--- src/atrld_pkg.sv ---
// Shared types and constants of the AT response line detector.
// No dependencies; imported by every module of the block.
`default_nettype none

package atrld_pkg;

  // Input function codes.
  localparam logic [2:0] FUNC_BYTE     = 3'd0;
  localparam logic [2:0] FUNC_TICK     = 3'd1;
  localparam logic [2:0] FUNC_LINE_ERR = 3'd2;
  localparam logic [2:0] FUNC_RING_OVF = 3'd3;
  localparam logic [2:0] FUNC_START    = 3'd4;

  // Result status codes.
  localparam logic [2:0] ST_PENDING      = 3'd0;
  localparam logic [2:0] ST_OK           = 3'd1;
  localparam logic [2:0] ST_ERROR_LINE   = 3'd2;
  localparam logic [2:0] ST_BUF_OVERFLOW = 3'd3;
  localparam logic [2:0] ST_RING_OVERFLOW = 3'd4;
  localparam logic [2:0] ST_LINE_ERROR   = 3'd5;
  localparam logic [2:0] ST_TIMEOUT      = 3'd6;

  // Configuration register indexes.
  localparam int CFG_INDEX_W = 2;
  localparam logic [CFG_INDEX_W-1:0] REG_TIMEOUT  = 2'd0;
  localparam logic [CFG_INDEX_W-1:0] REG_CAPACITY = 2'd1;
  localparam int CFG_DATA_W = 32;

  localparam logic [31:0] TIMEOUT_RESET  = 32'd5000;
  localparam logic [15:0] CAPACITY_RESET = 16'd512;

  // Characters the line tracker looks for.
  localparam logic [7:0] CH_O  = 8'h4F;
  localparam logic [7:0] CH_K  = 8'h4B;
  localparam logic [7:0] CH_E  = 8'h45;
  localparam logic [7:0] CH_R  = 8'h52;
  localparam logic [7:0] CH_NL = 8'h0A;

  // Both internal queues have this depth.
  localparam int QUEUE_DEPTH = 2;
  localparam int QUEUE_PTR_W = $clog2(QUEUE_DEPTH);
  localparam int QUEUE_CNT_W = $clog2(QUEUE_DEPTH + 1);

  typedef enum logic [2:0] {
    OP_BYTE,
    OP_TICK,
    OP_LINE_ERR,
    OP_RING_OVF,
    OP_START,
    OP_NONE
  } op_t;

  // A classified input beat.
  typedef struct packed {
    op_t        op;
    logic [7:0] data;
    logic       is_o;
    logic       is_e;
    logic       is_k;
    logic       is_r;
    logic       is_nl;
  } item_t;

  typedef struct packed {
    logic [2:0]  status;
    logic [7:0]  stored_byte;
    logic [15:0] stored_length;
    logic [31:0] idle_elapsed;
  } result_t;

endpackage

`default_nettype wire

--- src/at_response_line_detector_unit.sv ---
// AT response line detector, top level. Depends on atrld_pkg, atrld_front
// and atrld_back. A beat is held in the front queue, then applied to the
// response state in the back end and written to the result queue, whose head
// drives the result ports. Throughput: one beat per cycle while the result
// queue has room. Reset (rst, synchronous) empties both queues,
// clears the response state and loads idle_limit = 5000, buffer_capacity = 512.
`default_nettype none

module at_response_line_detector_unit (
  input  wire logic                             clk,
  input  wire logic                             rst,
  // Input queue side.
  input  wire logic                             push,
  output logic                                  full,
  input  wire logic [2:0]                       func,
  input  wire logic [7:0]                       rx_byte,
  // Result queue side.
  output logic                                  empty,
  input  wire logic                             pop,
  output logic [2:0]                            status,
  output logic [7:0]                            stored_byte,
  output logic [15:0]                           stored_length,
  output logic [31:0]                           idle_elapsed,
  // Configuration write port.
  input  wire logic                             cfg_write,
  input  wire logic [atrld_pkg::CFG_INDEX_W-1:0] cfg_index,
  input  wire logic [atrld_pkg::CFG_DATA_W-1:0]  cfg_data
);
  import atrld_pkg::*;

  // The block is split in two halves joined by a short queue. The front
  // half takes an input beat whenever its queue has room, decodes the
  // function code and marks the characters the line tracker cares about.
  // The back half pulls one classified beat per cycle while its result queue has room,
  // applies it to the response state (timeout check, byte count, "OK"/"ERROR" prefix
  // tracking, completion status) and writes exactly one result beat into
  // its own result queue. Either side can stall without stopping the other
  // until a queue fills.

  logic [31:0] idle_limit;
  logic [15:0] buffer_capacity;
  logic        item_valid;
  item_t       item;
  logic        item_take;

  // Configuration registers. Writes to an index beyond the list are dropped.
  always_ff @(posedge clk) begin
    if (rst) begin
      idle_limit      <= TIMEOUT_RESET;
      buffer_capacity <= CAPACITY_RESET;
    end else if (cfg_write) begin
      case (cfg_index)
        REG_TIMEOUT:  idle_limit      <= cfg_data[31:0];
        REG_CAPACITY: buffer_capacity <= cfg_data[15:0];
        default: ;
      endcase
    end
  end

  atrld_front u_front (
    .clk        (clk),
    .rst        (rst),
    .push       (push),
    .func       (func),
    .rx_byte    (rx_byte),
    .full       (full),
    .item_valid (item_valid),
    .item       (item),
    .item_take  (item_take)
  );

  atrld_back u_back (
    .clk             (clk),
    .rst             (rst),
    .idle_limit      (idle_limit),
    .buffer_capacity (buffer_capacity),
    .item_valid      (item_valid),
    .item            (item),
    .item_take       (item_take),
    .pop             (pop),
    .empty           (empty),
    .status          (status),
    .stored_byte     (stored_byte),
    .stored_length   (stored_length),
    .idle_elapsed    (idle_elapsed)
  );

endmodule

`default_nettype wire

--- src/atrld_front.sv ---
// Front end: accepts input beats, decodes the function code and flags the
// characters of interest, and queues the classified beats. Uses atrld_pkg.
`default_nettype none

module atrld_front (
  input  wire logic            clk,
  input  wire logic            rst,
  input  wire logic            push,
  input  wire logic [2:0]      func,
  input  wire logic [7:0]      rx_byte,
  output logic                 full,
  output logic                 item_valid,
  output atrld_pkg::item_t     item,
  input  wire logic            item_take
);
  import atrld_pkg::*;

  item_t                  entries [QUEUE_DEPTH];
  logic [QUEUE_PTR_W-1:0] head;
  logic [QUEUE_PTR_W-1:0] tail;
  logic [QUEUE_CNT_W-1:0] count;
  item_t                  classified;
  logic                   do_push;
  logic                   do_pop;

  always_comb begin
    classified.data  = rx_byte;
    classified.is_o  = (rx_byte == CH_O);
    classified.is_e  = (rx_byte == CH_E);
    classified.is_k  = (rx_byte == CH_K);
    classified.is_r  = (rx_byte == CH_R);
    classified.is_nl = (rx_byte == CH_NL);
    case (func)
      FUNC_BYTE:     classified.op = OP_BYTE;
      FUNC_TICK:     classified.op = OP_TICK;
      FUNC_LINE_ERR: classified.op = OP_LINE_ERR;
      FUNC_RING_OVF: classified.op = OP_RING_OVF;
      FUNC_START:    classified.op = OP_START;
      default:       classified.op = OP_NONE;
    endcase
  end

  assign full       = (count == QUEUE_CNT_W'(QUEUE_DEPTH));
  assign item_valid = (count != '0);
  assign item       = entries[head];
  assign do_push    = push && !full;
  assign do_pop     = item_take && item_valid;

  always_ff @(posedge clk) begin
    if (do_push) begin
      entries[tail] <= classified;
    end
  end

  always_ff @(posedge clk) begin
    if (rst) begin
      head  <= '0;
      tail  <= '0;
      count <= '0;
    end else begin
      if (do_push) begin
        tail <= (tail == QUEUE_PTR_W'(QUEUE_DEPTH - 1)) ? '0 : tail + 1'b1;
      end
      if (do_pop) begin
        head <= (head == QUEUE_PTR_W'(QUEUE_DEPTH - 1)) ? '0 : head + 1'b1;
      end
      count <= count + QUEUE_CNT_W'(do_push) - QUEUE_CNT_W'(do_pop);
    end
  end

endmodule

`default_nettype wire

--- src/atrld_back.sv ---
// Back end: applies classified beats to the response state one per cycle
// while the result queue has room, and queues one result per beat. Uses atrld_pkg.
`default_nettype none

module atrld_back (
  input  wire logic             clk,
  input  wire logic             rst,
  input  wire logic [31:0]      idle_limit,
  input  wire logic [15:0]      buffer_capacity,
  input  wire logic             item_valid,
  input  wire atrld_pkg::item_t item,
  output logic                  item_take,
  input  wire logic             pop,
  output logic                  empty,
  output logic [2:0]            status,
  output logic [7:0]            stored_byte,
  output logic [15:0]           stored_length,
  output logic [31:0]           idle_elapsed
);
  import atrld_pkg::*;

  typedef enum logic [2:0] {
    PFX_NONE,
    PFX_O,
    PFX_E,
    PFX_ER,
    PFX_ERR,
    PFX_ERRO
  } prefix_t;

  // Response state.
  logic [15:0] stored_count;
  logic [31:0] idle_ticks;
  logic        line_begin;
  prefix_t     prefix_progress;
  logic        error_line_seen;
  logic [2:0]  final_status;

  logic [15:0] stored_count_next;
  logic [31:0] idle_ticks_next;
  logic        line_begin_next;
  prefix_t     prefix_progress_next;
  logic        error_line_seen_next;
  logic [2:0]  final_status_next;
  logic [7:0]  stored_next;

  logic [15:0] room;
  logic [31:0] idle_inc;
  logic        ok_done;
  result_t     result_next;

  // Result queue.
  result_t                results [QUEUE_DEPTH];
  logic [QUEUE_PTR_W-1:0] head;
  logic [QUEUE_PTR_W-1:0] tail;
  logic [QUEUE_CNT_W-1:0] count;
  logic                   out_pop;
  result_t                head_result;

  assign room     = (buffer_capacity >= 16'd2) ? buffer_capacity - 16'd1 : 16'd0;
  assign idle_inc = idle_ticks + 32'd1;

  always_comb begin
    stored_count_next    = stored_count;
    idle_ticks_next      = idle_ticks;
    line_begin_next      = line_begin;
    prefix_progress_next = prefix_progress;
    error_line_seen_next = error_line_seen;
    final_status_next    = final_status;
    stored_next          = 8'd0;
    ok_done              = 1'b0;

    if (item.op == OP_START) begin
      stored_count_next    = '0;
      idle_ticks_next      = '0;
      line_begin_next      = 1'b1;
      prefix_progress_next = PFX_NONE;
      error_line_seen_next = 1'b0;
      final_status_next    = (idle_limit == '0) ? ST_TIMEOUT : ST_PENDING;
    end else if (item.op != OP_NONE && final_status == ST_PENDING) begin
      if (idle_ticks >= idle_limit) begin
        final_status_next = ST_TIMEOUT;
      end else begin
        case (item.op)
          OP_LINE_ERR: final_status_next = ST_LINE_ERROR;
          OP_RING_OVF: final_status_next = ST_RING_OVERFLOW;
          OP_TICK: begin
            // Here idle_ticks is below the limit, so the sum cannot wrap
            // and reaching the limit means equality.
            idle_ticks_next = idle_inc;
            if (idle_inc == idle_limit) begin
              final_status_next = ST_TIMEOUT;
            end
          end
          OP_BYTE: begin
            if (stored_count >= room) begin
              final_status_next = ST_BUF_OVERFLOW;
            end else begin
              stored_count_next = stored_count + 16'd1;
              stored_next       = item.data;
              prefix_progress_next = PFX_NONE;
              if (line_begin) begin
                if (item.is_o) begin
                  prefix_progress_next = PFX_O;
                end else if (item.is_e) begin
                  prefix_progress_next = PFX_E;
                end
              end else begin
                case (prefix_progress)
                  PFX_O:    ok_done = item.is_k;
                  PFX_E:    if (item.is_r) prefix_progress_next = PFX_ER;
                  PFX_ER:   if (item.is_r) prefix_progress_next = PFX_ERR;
                  PFX_ERR:  if (item.is_o) prefix_progress_next = PFX_ERRO;
                  PFX_ERRO: if (item.is_r) error_line_seen_next = 1'b1;
                  default:  prefix_progress_next = PFX_NONE;
                endcase
              end
              line_begin_next = item.is_nl;
              // Success wins over an armed error line.
              if (ok_done) begin
                final_status_next = ST_OK;
              end else if (error_line_seen && item.is_nl) begin
                final_status_next = ST_ERROR_LINE;
              end
            end
          end
          default: ;
        endcase
      end
    end

    result_next.status        = final_status_next;
    result_next.stored_byte   = stored_next;
    result_next.stored_length = stored_count_next;
    result_next.idle_elapsed  = idle_ticks_next;
  end

  assign item_take   = item_valid && (count != QUEUE_CNT_W'(QUEUE_DEPTH));
  assign empty       = (count == '0);
  assign out_pop     = pop && !empty;
  assign head_result = results[head];

  assign status        = head_result.status;
  assign stored_byte   = head_result.stored_byte;
  assign stored_length = head_result.stored_length;
  assign idle_elapsed  = head_result.idle_elapsed;

  always_ff @(posedge clk) begin
    if (item_take) begin
      results[tail] <= result_next;
    end
  end

  always_ff @(posedge clk) begin
    if (rst) begin
      stored_count    <= '0;
      idle_ticks      <= '0;
      line_begin      <= 1'b1;
      prefix_progress <= PFX_NONE;
      error_line_seen <= 1'b0;
      final_status    <= ST_PENDING;
      head            <= '0;
      tail            <= '0;
      count           <= '0;
    end else begin
      if (item_take) begin
        stored_count    <= stored_count_next;
        idle_ticks      <= idle_ticks_next;
        line_begin      <= line_begin_next;
        prefix_progress <= prefix_progress_next;
        error_line_seen <= error_line_seen_next;
        final_status    <= final_status_next;
        tail <= (tail == QUEUE_PTR_W'(QUEUE_DEPTH - 1)) ? '0 : tail + 1'b1;
      end
      if (out_pop) begin
        head <= (head == QUEUE_PTR_W'(QUEUE_DEPTH - 1)) ? '0 : head + 1'b1;
      end
      count <= count + QUEUE_CNT_W'(item_take) - QUEUE_CNT_W'(out_pop);
    end
  end

endmodule

`default_nettype wire

--- config.mk ---
export PLATFORM = sky130hd
export DESIGN_NAME = at_response_line_detector_unit
export DESIGN_NICKNAME = d
export VERILOG_FILES = /design/src/atrld_pkg.sv /design/src/at_response_line_detector_unit.sv /design/src/atrld_front.sv /design/src/atrld_back.sv
export SDC_FILE = /design/constraint.sdc
export NUM_CORES = 1
export LEC_CHECK = 0
export ABC_CLOCK_PERIOD_IN_PS = 5000
export BUFFER_PORTS_ARGS = -buffer_cell sky130_fd_sc_hd__buf_2
export CAP_MARGIN = 5
export CORE_ASPECT_RATIO = 2
export CORE_MARGIN = 2
export CORE_UTILIZATION = 41
export CTS_BUF_LIST = sky130_fd_sc_hd__clkbuf_4
export CTS_CLUSTER_DIAMETER = 120
export DETAILED_ROUTE_END_ITERATION = 16
export GPL_TIMING_DRIVEN = 1
export PLACE_DENSITY_LB_ADDON = 0.08
export SETUP_SLACK_MARGIN = 0.1
export SLEW_MARGIN = 0
export SYNTH_ARGS = -nofsm -noshare
export SYNTH_HDL_FRONTEND = slang
export SYNTH_SLANG_ARGS = --single-unit
export TNS_END_PERCENT = 1
--- constraint.sdc ---
create_clock -name clk -period 5 [get_ports clk]
set_input_delay 0.25 -clock clk [delete_from_list [all_inputs] [get_ports clk]]
set_output_delay 0.25 -clock clk [all_outputs]
set_load 0.005 [all_outputs]
Word level (Yosys, flattened, before mapping)

Memory sizes are Yosys's and may differ from the RTL's. A register that Yosys moved wholly into a read port is not among the register bits.
Cells that the tools add are included.

$add $sub $neg: 11
Magnitude comparators: 3
Eq/ne operators: 26
Multiplexer cells: 69
Reduce and logical (&&, ||, !) cells: 23

Operators with widths:

| operator                                                                | number |
|---|---|
| 32-bit two-way mux                                                      | 4 |
| 16-bit two-way mux                                                      | 6 |
| 3-bit two-way mux                                                       | 17 |
| 8-bit two-way mux                                                       | 5 |
| 32-bit by 1-bit adder with 32-bit output (second input constant)        | 1 |
| 32-bit == test                                                          | 1 |
| 8-bit by 7-bit == test with 1-bit output (second input constant)        | 4 |
| 32-bit >= comparator                                                    | 1 |
| 32-bit zero test                                                        | 1 |
| 1-bit two-way mux                                                       | 32 |
| 3-bit by 2-bit == test with 1-bit output (second input constant)        | 6 |
| 16-bit by 1-bit adder with 16-bit output (second input constant)        | 1 |
| 16-bit >= comparator                                                    | 1 |
| 16-bit by 2-bit >= comparator with 1-bit output (second input constant) | 1 |
| 16-bit by 1-bit subtractor with 16-bit output (second input constant)   | 1 |
| 3-bit one-hot mux with 5 select lines                                   | 1 |
| 3-bit == test (second input constant)                                   | 4 |
| 3-bit one-hot mux with 4 select lines                                   | 1 |
| 2-bit nonzero test                                                      | 5 |
| 3-bit by 1-bit == test with 1-bit output (second input constant)        | 3 |
| 3-bit zero test                                                         | 3 |
| 3-bit one-hot mux with 3 select lines                                   | 1 |
| 8-bit by 4-bit == test with 1-bit output (second input constant)        | 1 |
| 8-bit AND reduction                                                     | 1 |
| 14 further kinds                                                        | 30 |

Bits in registers: 112
Memory bits (writable): 150
Bits of input ports: 50
Output and inout bits: 61
Logic and storage cells: 148
Memories: 2

Memory list:

| memory          | depth | bits a word | read ports | clocked after memory_dff | write ports | line              | text |
|---|---|---|---|---|---|---|---|
| u_back.results  | 2     | 59          | 1          | 1                        | 1           | atrld_back.sv:53  | `result_t results [QUEUE_DEPTH];` |
| u_front.entries | 2     | 16          | 1          | 1                        | 1           | atrld_front.sv:18 | `item_t entries [QUEUE_DEPTH];` |

Longest topological paths before layout

Gate-level depths: netlist of run 1.

Word-level depth: 14
Mapped depth: 19
Gate-level depth less buffers: 17

Modules after synthesis

A second synthesis of run 1 with hierarchy kept.

Cell total of the unflattened synthesis: 1460
Area, all modules: 14831.7 um2

By module, submodules not included:

| module                         | times used | cells each | area an instance (um2) | seq. area each (um2) |
|---|---|---|---|---|
| atrld_back                     | 1          | 1171       | 11268.3                | 4764.6 |
| at_response_line_detector_unit | 1          | 198        | 2085.8                 | 960.9 |
| atrld_front                    | 1          | 91         | 1477.7                 | 1061.0 |

Least setup slack after synthesis of run 1

No wires, ideal clock.

Path type: reg2reg
Start: register buffer_capacity[4]
End: register u_back.stored_count[12]
Setup time: 74 ps
Arrival: 4831 ps
Data required time: 4926 ps
Setup slack: 94 ps
Stages on the path, launching flop included: 18
Path buffers: 1
Period minus slack after synthesis: 4906 ps
Path through: dfxtp_1 > or4_1 > or3_1 > or3_1 > nor4_1 > nand3_1 > clkbuf_1 > nand2_1 > ha_1 > a21o_1 > a21oi_1 > nor2_1 > a311o_1 > nor4_1 > nor3b_2 > nand2_1 > or4_1 > a31oi_1

Longest elaborated chain between the ends: 8
Elaborated cells on any way between the ends: 9
Those cells by class: 1 x add/sub; 2 x order compare; 6 x mux

RTL lines:

| element                                                                                                          | line                                 | text |
|---|---|---|
| start: declaration                                                                                               | at_response_line_detector_unit.sv:41 | `logic [15:0] buffer_capacity;` |
| start signal: assignment                                                                                         | at_response_line_detector_unit.sv:54 | `REG_CAPACITY: buffer_capacity <= cfg_data[15:0];` |
| 16-bit by 1-bit subtractor with 16-bit output or 16-bit by 2-bit >= comparator with 1-bit output (tied branches) | atrld_back.sv:60                     | `assign room = (buffer_capacity >= 16'd2) ? buffer_capacity - 16'd1 : 16'd0;` |
| 16-bit two-way mux (*)                                                                                           | atrld_back.sv:60                     |  |
| 16-bit >= comparator (*)                                                                                         | atrld_back.sv:96                     | `if (stored_count >= room) begin` |
| 16-bit two-way mux (*)                                                                                           | atrld_back.sv:96                     |  |
| 16-bit two-way mux (*)                                                                                           | atrld_back.sv:84                     | `case (item.op)` |
| 16-bit two-way mux (*)                                                                                           | atrld_back.sv:81                     | `if (idle_ticks >= idle_limit) begin` |
| 16-bit two-way mux (*)                                                                                           | atrld_back.sv:80                     | `end else if (item.op != OP_NONE && final_status == ST_PENDING) begin` |
| 16-bit two-way mux (*)                                                                                           | atrld_back.sv:73                     | `if (item.op == OP_START) begin` |
| end signal: assignment                                                                                           | atrld_back.sv:167                    | `stored_count <= stored_count_next;` |
| end: declaration                                                                                                 | atrld_back.sv:32                     | `logic [15:0] stored_count;` |

Every way passes the cells marked *; elsewhere a longest branch is shown, timed or not.
A chain may end at the register's enable or synchronous reset.

Worst setup path in the final report of run 1

Start: register buffer_capacity[7]
End: register u_back.stored_count[8]

Same word-level chain as after synthesis.

==> results of run 1 <==
area by class of cell:
cell class              count  share of cell area [%]
diodes                      3                  0.0444
clock buffers              92                    4.08
clock inverters            17                   0.562
inverters                  56                    1.24
multi-input cells        1024                    41.4
flip-flops and latches    264                    40.1
well taps                 441                    3.26
repair buffers            222                    9.30
power by group through the flow:
stage / clock network, mW / logic (mW) / registers [mW]
final: 1.75 / 2.05 / 2.94
after CTS: 1.81 / 2.06 / 2.95
after floorplan: 0 / 1.20 / 2.93
after global placement: 0 / 2.00 / 2.98
after detailed placement: 0 / 2.01 / 2.99
after global routing: 1.91 / 2.26 / 2.98
repair_timing:
item                                    CTS  global route
pin swaps                                 0            17
endpoints found under the hold margin    98             0
setup buffers                             0             7
gates resized for setup                   5            40
endpoints found under the setup margin   22            48
hold buffers                             64             0
gates cloned                              0             1
registers in the layout (all words and copies together) (netlist names), 3 cells and up, named ones only:
name and cells:
u_back.idle_ticks 32, u_back.final_status 3, idle_limit 32, u_back.results 118, u_back.stored_count 16, u_front.entries 32, buffer_capacity 16, u_back.prefix_progress 3
tightest hold or removal path, stage by stage:
cell,delay (ns)
sky130_fd_sc_hd__buf_2,0.11
sky130_fd_sc_hd__nor3b_2,0.04
sky130_fd_sc_hd__buf_4,0.25
sky130_fd_sc_hd__nand2_1,0.12
sky130_fd_sc_hd__a21oi_1,0.05
path summary, 6_finish.rpt:
kind                                               to  depth (start not counted)                       startpoint
setup reg to reg  u_back.stored_count[8]$_SDFFE_PP0P_                         18  buffer_capacity[7]$_SDFFE_PP0P_
hold reg to reg       buffer_capacity[3]$_SDFFE_PP0P_                          2  buffer_capacity[3]$_SDFFE_PP0P_
setup / recovery  u_back.stored_count[8]$_SDFFE_PP0P_                         18  buffer_capacity[7]$_SDFFE_PP0P_
hold / removal            idle_limit[10]$_SDFFE_PP0P_                          5                     cfg_index[1]
per-stage QoR:
stage / TNS [ns] / instances / instance area, um2
floorplan: 0 / 1430 / 14200
global placement: -0.0282 / 1935 / 15200
detailed placement: -0.148 / 1935 / 15200
CTS: 0 / 2108 / 16700
global route: -0.935 / 2119 / 16900
finish: 0 / 2119 / 16900
per-layer routing:
layer  share of wire [%]  vias up  GRT usage (%)
met5                   0        -              0
met4                 3.7        0           9.71
met3                 3.7       87           2.91
met2                  55      299           43.4
met1                  37     5525           24.0
li1                    -     5600              -
cell families after synthesis:
logic type | after synthesis
compound gates | 262
xor+xnor | 103
fa+ha+maj | 56
buf+inv | 142
flops | 264
mux | 79
simple gates | 524
cell usage in the layout, fill, tap and decap left out, types with 22 or more instances in the layout:
| master | n |
|---|---|
| sky130_fd_sc_hd__dlygate4sd3_1 | 64 |
| sky130_fd_sc_hd__nand4_1 | 28 |
| sky130_fd_sc_hd__dfxtp_1 | 112 |
| sky130_fd_sc_hd__buf_2 | 109 |
| sky130_fd_sc_hd__nand2_1 | 175 |
| sky130_fd_sc_hd__a21oi_1 | 97 |
| sky130_fd_sc_hd__or3_1 | 26 |
| sky130_fd_sc_hd__buf_4 | 44 |
| sky130_fd_sc_hd__nor4_1 | 22 |
| sky130_fd_sc_hd__xor2_1 | 49 |
| sky130_fd_sc_hd__clkbuf_4 | 92 |
| sky130_fd_sc_hd__o21ai_0 | 43 |
| sky130_fd_sc_hd__edfxtp_1 | 150 |
| sky130_fd_sc_hd__xnor2_1 | 54 |
| sky130_fd_sc_hd__mux2_2 | 63 |
| sky130_fd_sc_hd__a31oi_1 | 27 |
| sky130_fd_sc_hd__inv_1 | 56 |
| sky130_fd_sc_hd__nor2_1 | 112 |
| sky130_fd_sc_hd__nand3_1 | 35 |
| sky130_fd_sc_hd__ha_1 | 51 |
==> flow_summary.yaml, run 1 <==
outcome:
  run_status: "complete, no violations"
clock_network:
  clock_tree.root_cell: "sky130_fd_sc_hd__clkbuf_4"
  tritoncts_clock_tree: "yes"
  max_buffers_root_to_sink: 3
  clock_tree.htree_level_count: 2
  tritoncts.num_buffers: 58
  cts.reportedPaths.clkPinSlew_ns: 0.07
  clk_latency_ns: 0.74
  numClockSinks: 264
logic_synthesis:
  synth_top_area_share_pct: 31.8
  syn-cell-area_um2: 14100
  synth_edf_count: 150
  synthesized_flop_and_latch_total: 264
  synth_area_leaders: "sky130_fd_sc_hd__edfxtp_1 32%, sky130_fd_sc_hd__dfxtp_1 16%, sky130_fd_sc_hd__mux2_2 5.0%"
  syn_area_per_cell_um2: 9.89
  synthDistinctLibCells: 74
  synthCells: 1430
  synth_warnings: 0
  synthSimpleGateAreaFrac_pct: 18.8
  synth_compound_area_share_pct: 11.6
  yosys-mux-area-fraction_pct: 6.15
  main_combinational_cell_family_by_area_after_synthesis: "simple AND/OR/NAND/NOR gates"
  asyncSetResetFlopFracSynth_pct: 0
  ys_dominant_reg_cell: "sky130_fd_sc_hd__edfxtp_1"
  yosysMostFrequentCell: "sky130_fd_sc_hd__nand2_1"
  postSynthNetCount: 1536
  yosys.area_share.adder_pct: 4.95
  xor_xnor_share_of_the_synthesized_area_pct: 6.38
  yosys.area.top_type: "sky130_fd_sc_hd__edfxtp_1"
  seq_area_frac_synth_pct: 48.0
  yosys-top-cells-count: "182 x sky130_fd_sc_hd__nand2_1, 150 x sky130_fd_sc_hd__edfxtp_1, 114 x sky130_fd_sc_hd__dfxtp_1, 114 x sky130_fd_sc_hd__nor2_1, 101 x sky130_fd_sc_hd__a21oi_1"
cells_and_area:
  filler_cell_count: 3313
  regArea_um2: 6790
  finish.utilization_pct: 49.6
  area.growth.synth_to_final_pct: 19.6
  share_of_post_route_cells_with_drive_strength_above_1_pct: 22.3
  multiInputGateArea_um2: 6990
  num-nets-final: 1732
power:
  sequential_cell_fraction_of_total_power_pct: 43.6
  switchingPower_mw: 2.23
  power-per-cell-area_nw_per_um2: 398
  power.ir.vdd_worst_mv: 0.246
  power_frac_comb_pct: 30.5
  share_clk_of_total_power_pct: 25.9
  p_int_mw: 4.51
  power_switching_share_pct: 33.1
  power_mw: 6.74
  power.leakage_nw: 6.43
floorplanning:
  floorplan.initialDensity_pct: 41.5
  die_height_um: 267
  die-width_um: 135
  std_cell_rows: 96
  core_um2: 34100
  top_level_ports: 111
  die_area_um2: 36100
routing:
  first_iter_violations: 516
  remaining_routing_drc_violations: 0
  drtPass1Iterations: 5
  avgViaCountPerCell: 5.43
  antenna_left: 0
  wl_per_cell_um: 19.3
  dr_total_vias: 11500
  drt_wl_total_mm: 40.8
timing:
  postLayoutSetupSlackWorst_ns: 0.131
  slew_violations: 0
  skew_ns: 0.0448
  timing.slew.headroom_pct: 18.2
  setup_viol: 0
  timing.hold.ws_ns: 0.145
  count_of_endpoints_failing_hold_in_the_final_timing_report: 0
  max_freq_mhz: 205
  rsz0062_at_grt: "yes"
  final.period_utilization_pct: 97.4
  timing_worst_slew_pin_value_ns: 1.22
  period_needed_ns: 4.87
global_route:
  grt_use_total_pct: 22.5
  pin_count_of_the_biggest_net_entering_global_routing: 63
  number_of_antenna_violations_at_the_first_check_in_global_routing: 1
  global_route_congestion_overflow_total: 0
  grt_first_pass_wirelength_mm: 62.9
  first_global_vias: 11600
setup_path:
  worstSetupStartpointType: "flop"
  timing_worst_setup_path_type: "reg -> reg"
  path_delay_family: "simple AND/OR/NAND/NOR gates"
  r2r_setup_slack_ns: 0.13
  worst-path-buf-inv: 2
  timing.critical_path.arrival_ns: 5.52
  slowest_delay_ns: 0.53
  crit_chain: "or4_4 > or3_4 > or3_4 > buf_4 > nor4_1 > xor2_1 > nand2_4 > ha_4 > and4_4 > nand2_1 > nor2_1 > a311o_1 > nor4_2 > nor3b_4 > buf_6 > nand2_4 > or4_4 > a31oi_1"
  crit_slowest_cell: "sky130_fd_sc_hd__or4_4"
  worstPathRequired_ns: 5.65
  critPathMaxFanout: 8
  critPathCaptureType: "flop"
place:
  placement.setup.worst_slack_ns: -0.0692
  hpwlAfterDp_mm: 28.9
  placement.io_buffers: 110
  gp_routability_congestion: 0.930
worst_hold_path:
  hp-class: "in -> reg"
flow_run:
  max_cap_viol_count: 0
(Power assumes the default switching activity.)
==> run 2: changes to the inputs <==
Settings changed: CORE_UTILIZATION 41 to 50.
==> run 2 against run 1 <==
Against the previous run:
- sequential cell count is the same
- clock power fell by 10%
- worst hold slack worse by 0.049 ns
- total power is 4.6% lower
- highest routed layer unchanged
==> flow_summary.yaml, run 2 (synthesis results as in run 1) <==
outcome:
  run_status: "complete, no violations"
setup_path:
  timing.critical_path.arrival_ns: 5.51
  worstSetupStartpointType: "flop"
  r2r_setup_slack_ns: 0.12
  critPathCaptureType: "flop"
  r2r_start: "buffer_capacity[7]$_SDFFE_PP0P_"
  critPathMaxFanout: 10
  timing_worst_setup_path_type: "reg -> reg"
  r2r.worst_path.cells: 18
  rr_endpoint: "u_back.stored_count[13]$_SDFFE_PP0P_"
  worstPathRequired_ns: 5.63
cells_and_area:
  layout.cells.most_common: "sky130_fd_sc_hd__nand2_1"
  largest_register_ffs: 118
  share_of_post_route_cells_with_drive_strength_above_1_pct: 20.6
  largest_register: "u_back.results"
  num-nets-final: 1693
  postLayoutCellArea_um2: 16300
  finish.utilization_pct: 58.3
  area.growth.synth_to_final_pct: 15.3
  filler_cell_count: 2474
  layout.cells.most_common_list: "180 x sky130_fd_sc_hd__nand2_1, 150 x sky130_fd_sc_hd__edfxtp_1, 112 x sky130_fd_sc_hd__nor2_1, 112 x sky130_fd_sc_hd__dfxtp_1, 110 x sky130_fd_sc_hd__buf_2"
routing:
  antenna_left: 0
  drtPass1Iterations: 5
  remaining_routing_drc_violations: 0
  first_iter_violations: 549
  wl_per_cell_um: 18.4
  drt_wl_total_mm: 36.5
  avgViaCountPerCell: 5.68
  dr_total_vias: 11300
power:
  power-per-cell-area_nw_per_um2: 394
  power_switching_share_pct: 33.1
  p_int_mw: 4.30
  share_clk_of_total_power_pct: 24.3
  sequential_cell_fraction_of_total_power_pct: 45.5
  switchingPower_mw: 2.13
  power.leakage_nw: 6.15
  power.ir.vdd_worst_mv: 0.431
  power_frac_comb_pct: 30.1
  power_mw: 6.43
worst_hold_path:
  hold_path.startpoint: "rst"
  hp-class: "in -> reg"
  hold_end: "u_back.tail$_SDFFE_PP0P_"
  hold-path-cell-count: 2
place:
  gp_routability_congestion: 0.914
  placedInstanceArea_um2: 15000
  placement.io_buffers: 110
  placement.setup.worst_slack_ns: -0.0963
  hpwlAfterDp_mm: 25.7
floorplanning:
  floorplan.initialDensity_pct: 50.6
  die-width_um: 123
  std_cell_rows: 87
  top_level_ports: 111
  die_height_um: 242
  die_area_um2: 29700
  core_um2: 28000
flow_run:
  max_cap_viol_count: 0
timing:
  timing.slew.headroom_pct: 30.9
  max_freq_mhz: 205
  postLayoutSetupSlackWorst_ns: 0.119
  skew_ns: 0.0655
  final.period_utilization_pct: 97.6
  slew_violations: 0
  count_of_endpoints_failing_hold_in_the_final_timing_report: 0
  period_needed_ns: 4.88
  timing_worst_slew_pin_value_ns: 1.03
  rsz0062_at_grt: "yes"
  setup_viol: 0
global_route:
  global_route_congestion_overflow_total: 0
  number_of_antenna_violations_at_the_first_check_in_global_routing: 1
  grt_use_total_pct: 24.7
  pin_count_of_the_biggest_net_entering_global_routing: 68
  first_global_vias: 10900
  grt_first_pass_wirelength_mm: 57.6
clock_network:
  tritoncts_clock_tree: "yes"
  clock_tree.root_cell: "sky130_fd_sc_hd__clkbuf_4"
  cts.reportedPaths.clkPinSlew_ns: 0.10
  clk_latency_ns: 0.74
  clock_tree.htree_level_count: 2
  max_buffers_root_to_sink: 3
  numClockSinks: 264
  tritoncts.num_buffers: 55
==> run 2: cell count changes in the layout (fill, tap and decap cells not counted), moves of 5 or more <==
cell                            before  now
sky130_fd_sc_hd__clkinv_2            1    6
sky130_fd_sc_hd__nand2_1           175  180
sky130_fd_sc_hd__clkinv_1           14   19
sky130_fd_sc_hd__dlygate4sd3_1      64   46
sky130_fd_sc_hd__buf_4              44   27
sky130_fd_sc_hd__clkbuf_4           92   78
==> run 2: cell type report <==
type                            instances  area (um2)  area share, %
Clock inverter                         26         109          0.667
Antenna cell                            1        2.50         0.0153
Multi-Input combinational cell       1024        6930           42.4
Tap cell                              356         445           2.73
Clock buffer                           78         586           3.59
Sequential cell                       264        6790           41.6
Inverter                               56         210           1.29
Timing Repair Buffer                  186        1250           7.65
==> run 2: stage by stage <==
stage | TNS, ns | hold WS [ns] | cells
after floorplan | 0 | 0.349 | 1430
after global placement | -0.0494 | 0.467 | 1832
after detailed placement | -0.390 | 0.476 | 1832
after CTS | 0 | 0.00340 | 1982
after global routing | -1.54 | 0.0945 | 1991
final | 0 | 0.0967 | 1991
==> run 2: routing by layer <==
metal | wire length (um) | vias up | track usage, % | share of wire (%)
met5 | 0 | - | 0 | 0
met4 | 1190 | 0 | 9.77 | 3.2
met3 | 1590 | 79 | 3.11 | 4.4
met2 | 18200 | 329 | 41.5 | 50
met1 | 15500 | 5355 | 32.0 | 42
li1 | - | 5538 | - | -
==> run 2: worst max-delay path by stage <==
stage                                                end  slack (ns)                            start  cells after the start
detailed placement   u_back.stored_count[8]$_SDFFE_PP0P_        -0.1  buffer_capacity[7]$_SDFFE_PP0P_                     17
CTS                  u_back.stored_count[5]$_SDFFE_PP0P_        0.05  buffer_capacity[7]$_SDFFE_PP0P_                     18
floorplan           u_back.stored_count[12]$_SDFFE_PP0P_        0.19  buffer_capacity[4]$_SDFFE_PP0P_                     17
global route             u_back.results[1][44]$_DFFE_PP_       -0.11  buffer_capacity[7]$_SDFFE_PP0P_                     17
global placement     u_back.stored_count[8]$_SDFFE_PP0P_       -0.02  buffer_capacity[7]$_SDFFE_PP0P_                     17
finish              u_back.stored_count[13]$_SDFFE_PP0P_        0.12  buffer_capacity[7]$_SDFFE_PP0P_                     18
==> run 2: power groups by stage <==
stage | Clock, mW | Combinational (mW) | Sequential, mW
global route | 1.71 | 2.13 | 2.97
global placement | 0 | 1.89 | 2.96
detailed placement | 0 | 1.92 | 2.98
finish | 1.57 | 1.94 | 2.93
floorplan | 0 | 1.20 | 2.93
CTS | 1.62 | 1.96 | 2.93
==> run 2: repair_timing <==
| action | in CTS | in global routing |
|---|---|---|
| pin swaps | 1 | 20 |
| buffers inserted | 0 | 8 |
| hold buffers | 46 | 0 |
| hold endpoints to repair | 84 | 0 |
| resized for setup | 4 | 22 |
| setup endpoints to repair | 39 | 52 |
==> run 2: critical path, stage by stage (launching register included) <==
cell and delay [ns]:
sky130_fd_sc_hd__dfxtp_2 0.33, sky130_fd_sc_hd__or4_4 0.54, sky130_fd_sc_hd__or3_4 0.35, sky130_fd_sc_hd__or3_4 0.41, sky130_fd_sc_hd__nor4_4 0.26, sky130_fd_sc_hd__nand3_2 0.17, sky130_fd_sc_hd__buf_6 0.17, sky130_fd_sc_hd__nand2_1 0.07
sky130_fd_sc_hd__ha_1 0.24, sky130_fd_sc_hd__a21o_1 0.19, sky130_fd_sc_hd__a21oi_2 0.13, sky130_fd_sc_hd__nor2_1 0.05, sky130_fd_sc_hd__a311o_1 0.30, sky130_fd_sc_hd__nor4_2 0.31, sky130_fd_sc_hd__nor3b_4 0.39, sky130_fd_sc_hd__buf_6 0.19
sky130_fd_sc_hd__nand4_1 0.12, sky130_fd_sc_hd__or3_1 0.38, sky130_fd_sc_hd__a21oi_1 0.16
==> run 3: changes to the inputs <==
Settings changed: CORE_UTILIZATION 50 to 57.
==> run 3 against run 2 <==
Against the previous run:
- register-to-register slack improved by 0.12 ns
- global-route usage increased by 5.8 points
- sequential power barely moved
- highest routed layer unchanged
==> flow_summary.yaml, run 3 (synthesis results as in run 1) <==
timing:
  final.period_utilization_pct: 95.3
  rsz0062_at_grt: "yes"
  count_of_endpoints_failing_hold_in_the_final_timing_report: 0
  timing.slew.headroom_pct: 18.6
  period_needed_ns: 4.77
  max_freq_mhz: 210
  timing_worst_slew_pin_value_ns: 1.22
  setup_viol: 0
  slew_violations: 0
  skew_ns: 0.0654
  timing.hold.ws_ns: 0.153
  postLayoutSetupSlackWorst_ns: 0.234
  finalSetupTns_ns: 0
routing:
  dr_total_vias: 11800
  drt_wl_total_mm: 39.7
  drtPass1Iterations: 6
  avgViaCountPerCell: 5.93
  remaining_routing_drc_violations: 0
  first_iter_violations: 822
  wl_per_cell_um: 19.9
  antenna_left: 0
cells_and_area:
  largest_register_ffs: 118
  filler_cell_count: 1965
  share_of_post_route_cells_with_drive_strength_above_1_pct: 20.4
  postLayoutCellArea_um2: 16500
  largest_register: "u_back.results"
  num-nets-final: 1718
  layout.cells.most_common_list: "180 x sky130_fd_sc_hd__nand2_1, 150 x sky130_fd_sc_hd__edfxtp_1, 113 x sky130_fd_sc_hd__dfxtp_1"
  area.growth.synth_to_final_pct: 16.9
  layout.cells.most_common: "sky130_fd_sc_hd__nand2_1"
outcome:
  run_status: "complete, no violations"
power:
  p_int_mw: 4.37
  sequential_cell_fraction_of_total_power_pct: 44.4
  power_mw: 6.62
  power.leakage_nw: 6.32
  share_clk_of_total_power_pct: 24.6
  power-per-cell-area_nw_per_um2: 401
  power_frac_comb_pct: 31.1
  power_switching_share_pct: 34.0
  power.ir.vdd_worst_mv: 0.305
  switchingPower_mw: 2.25
clock_network:
  clk_latency_ns: 0.76
  max_buffers_root_to_sink: 3
  cts.reportedPaths.clkPinSlew_ns: 0.08
  tritoncts_clock_tree: "yes"
  clock_tree.root_cell: "sky130_fd_sc_hd__clkbuf_4"
  clock_tree.htree_level_count: 2
  numClockSinks: 264
  tritoncts.num_buffers: 56
floorplanning:
  floorplan.initialDensity_pct: 57.9
  top_level_ports: 111
  std_cell_rows: 81
  die_area_um2: 26200
  die-width_um: 115
  core_um2: 24400
  die_height_um: 227
setup_path:
  critPathMaxFanout: 8
  critPathCaptureType: "flop"
  timing_worst_setup_path_type: "reg -> reg"
  timing.critical_path.arrival_ns: 5.20
  worstSetupStartpointType: "flop"
  r2r.worst_path.cells: 17
  worstPathRequired_ns: 5.44
worst_hold_path:
  hold-path-cell-count: 5
  hp-class: "in -> reg"
place:
  hpwlAfterDp_mm: 28.2
  placedInstanceArea_um2: 15000
  placement.io_buffers: 110
  gp_routability_congestion: 0.977
  placement.setup.worst_slack_ns: -0.0563
flow_run:
  max_cap_viol_count: 0
global_route:
  global_route_congestion_overflow_total: 0
  grt_use_total_pct: 30.6
  first_global_vias: 12000
  grt_first_pass_wirelength_mm: 61.2
  pin_count_of_the_biggest_net_entering_global_routing: 74
  number_of_antenna_violations_at_the_first_check_in_global_routing: 1
run 3: per-stage QoR:
step                      std cells  utilization [%]
after floorplan                1430                -
after global placement         1816             61.4
after detailed placement       1816             61.4
after CTS                      1986             67.1
after global routing           1993             67.7
final                          1993             67.7
run 3: path summary, 6_finish.rpt:
kind | from | end | slack [ns]
worst max-delay path | buffer_capacity[5]$_SDFFE_PP0P_ | u_back.results[0][44]$_DFFE_PP_ | 0.23
worst min-delay path | cfg_index[0] | idle_limit[5]$_SDFFE_PP0P_ | 0.15
worst max register to register | buffer_capacity[5]$_SDFFE_PP0P_ | u_back.results[0][44]$_DFFE_PP_ | 0.23
worst min register to register | buffer_capacity[6]$_SDFFE_PP0P_ | buffer_capacity[6]$_SDFFE_PP0P_ | 0.49
run 3: timing repair:
action,CTS,global route
pin swaps,0,15
setup endpoints to repair,24,46
hold buffers,64,0
setup buffers,0,4
endpoints found under the hold margin,91,0
gates resized for setup,3,21
cloned,0,2
run 3: routing by layer:
| layer | vias up | share of wire (%) | GRT usage [%] | wire, um |
|---|---|---|---|---|
| li1 | 5588 | - | - | - |
| met1 | 5625 | 33 | 29.4 | 13200 |
| met2 | 432 | 55 | 58.0 | 22000 |
| met3 | 164 | 5.2 | 4.81 | 2060 |
| met4 | 0 | 6.4 | 20.1 | 2540 |
| met5 | - | 0 | 0 | 0 |
run 3: critical path, stage by stage (launching register included):
cell                       delay [ns]
sky130_fd_sc_hd__dfxtp_1         0.32
sky130_fd_sc_hd__or4_4           0.54
sky130_fd_sc_hd__or3_4           0.35
sky130_fd_sc_hd__or3_4           0.39
sky130_fd_sc_hd__nor4_4          0.28
sky130_fd_sc_hd__nand2_1         0.10
sky130_fd_sc_hd__xnor2_1         0.17
sky130_fd_sc_hd__nand2_1         0.08
sky130_fd_sc_hd__ha_1            0.30
sky130_fd_sc_hd__a21oi_1         0.15
sky130_fd_sc_hd__o21ai_0         0.16
sky130_fd_sc_hd__a311o_1         0.34
sky130_fd_sc_hd__nor4_2          0.25
sky130_fd_sc_hd__nor3b_4         0.28
sky130_fd_sc_hd__buf_6           0.16
sky130_fd_sc_hd__nand2_4         0.08
sky130_fd_sc_hd__o211ai_1        0.35
sky130_fd_sc_hd__o31ai_1         0.16
run 3: area by class of cell:
type | instances | area [um2] | area share [%]
diodes | 1 | 2.50 | 0.0151
clock buffers | 75 | 563 | 3.40
clock inverters | 31 | 164 | 0.991
inverters | 56 | 210 | 1.27
multi-input cells | 1024 | 6900 | 41.7
flip-flops and latches | 264 | 6790 | 41.0
well taps | 332 | 415 | 2.51
repair buffers | 210 | 1500 | 9.06
run 3: power by group through the flow:
stage,logic (mW),registers (mW),clock network (mW)
6_report,2.06,2.94,1.63
5_1_grt,2.23,2.99,1.74
4_1_cts,2.03,2.94,1.66
3_5_place_dp,1.98,2.99,0
3_3_place_gp,1.97,2.97,0
2_1_floorplan,1.20,2.93,0
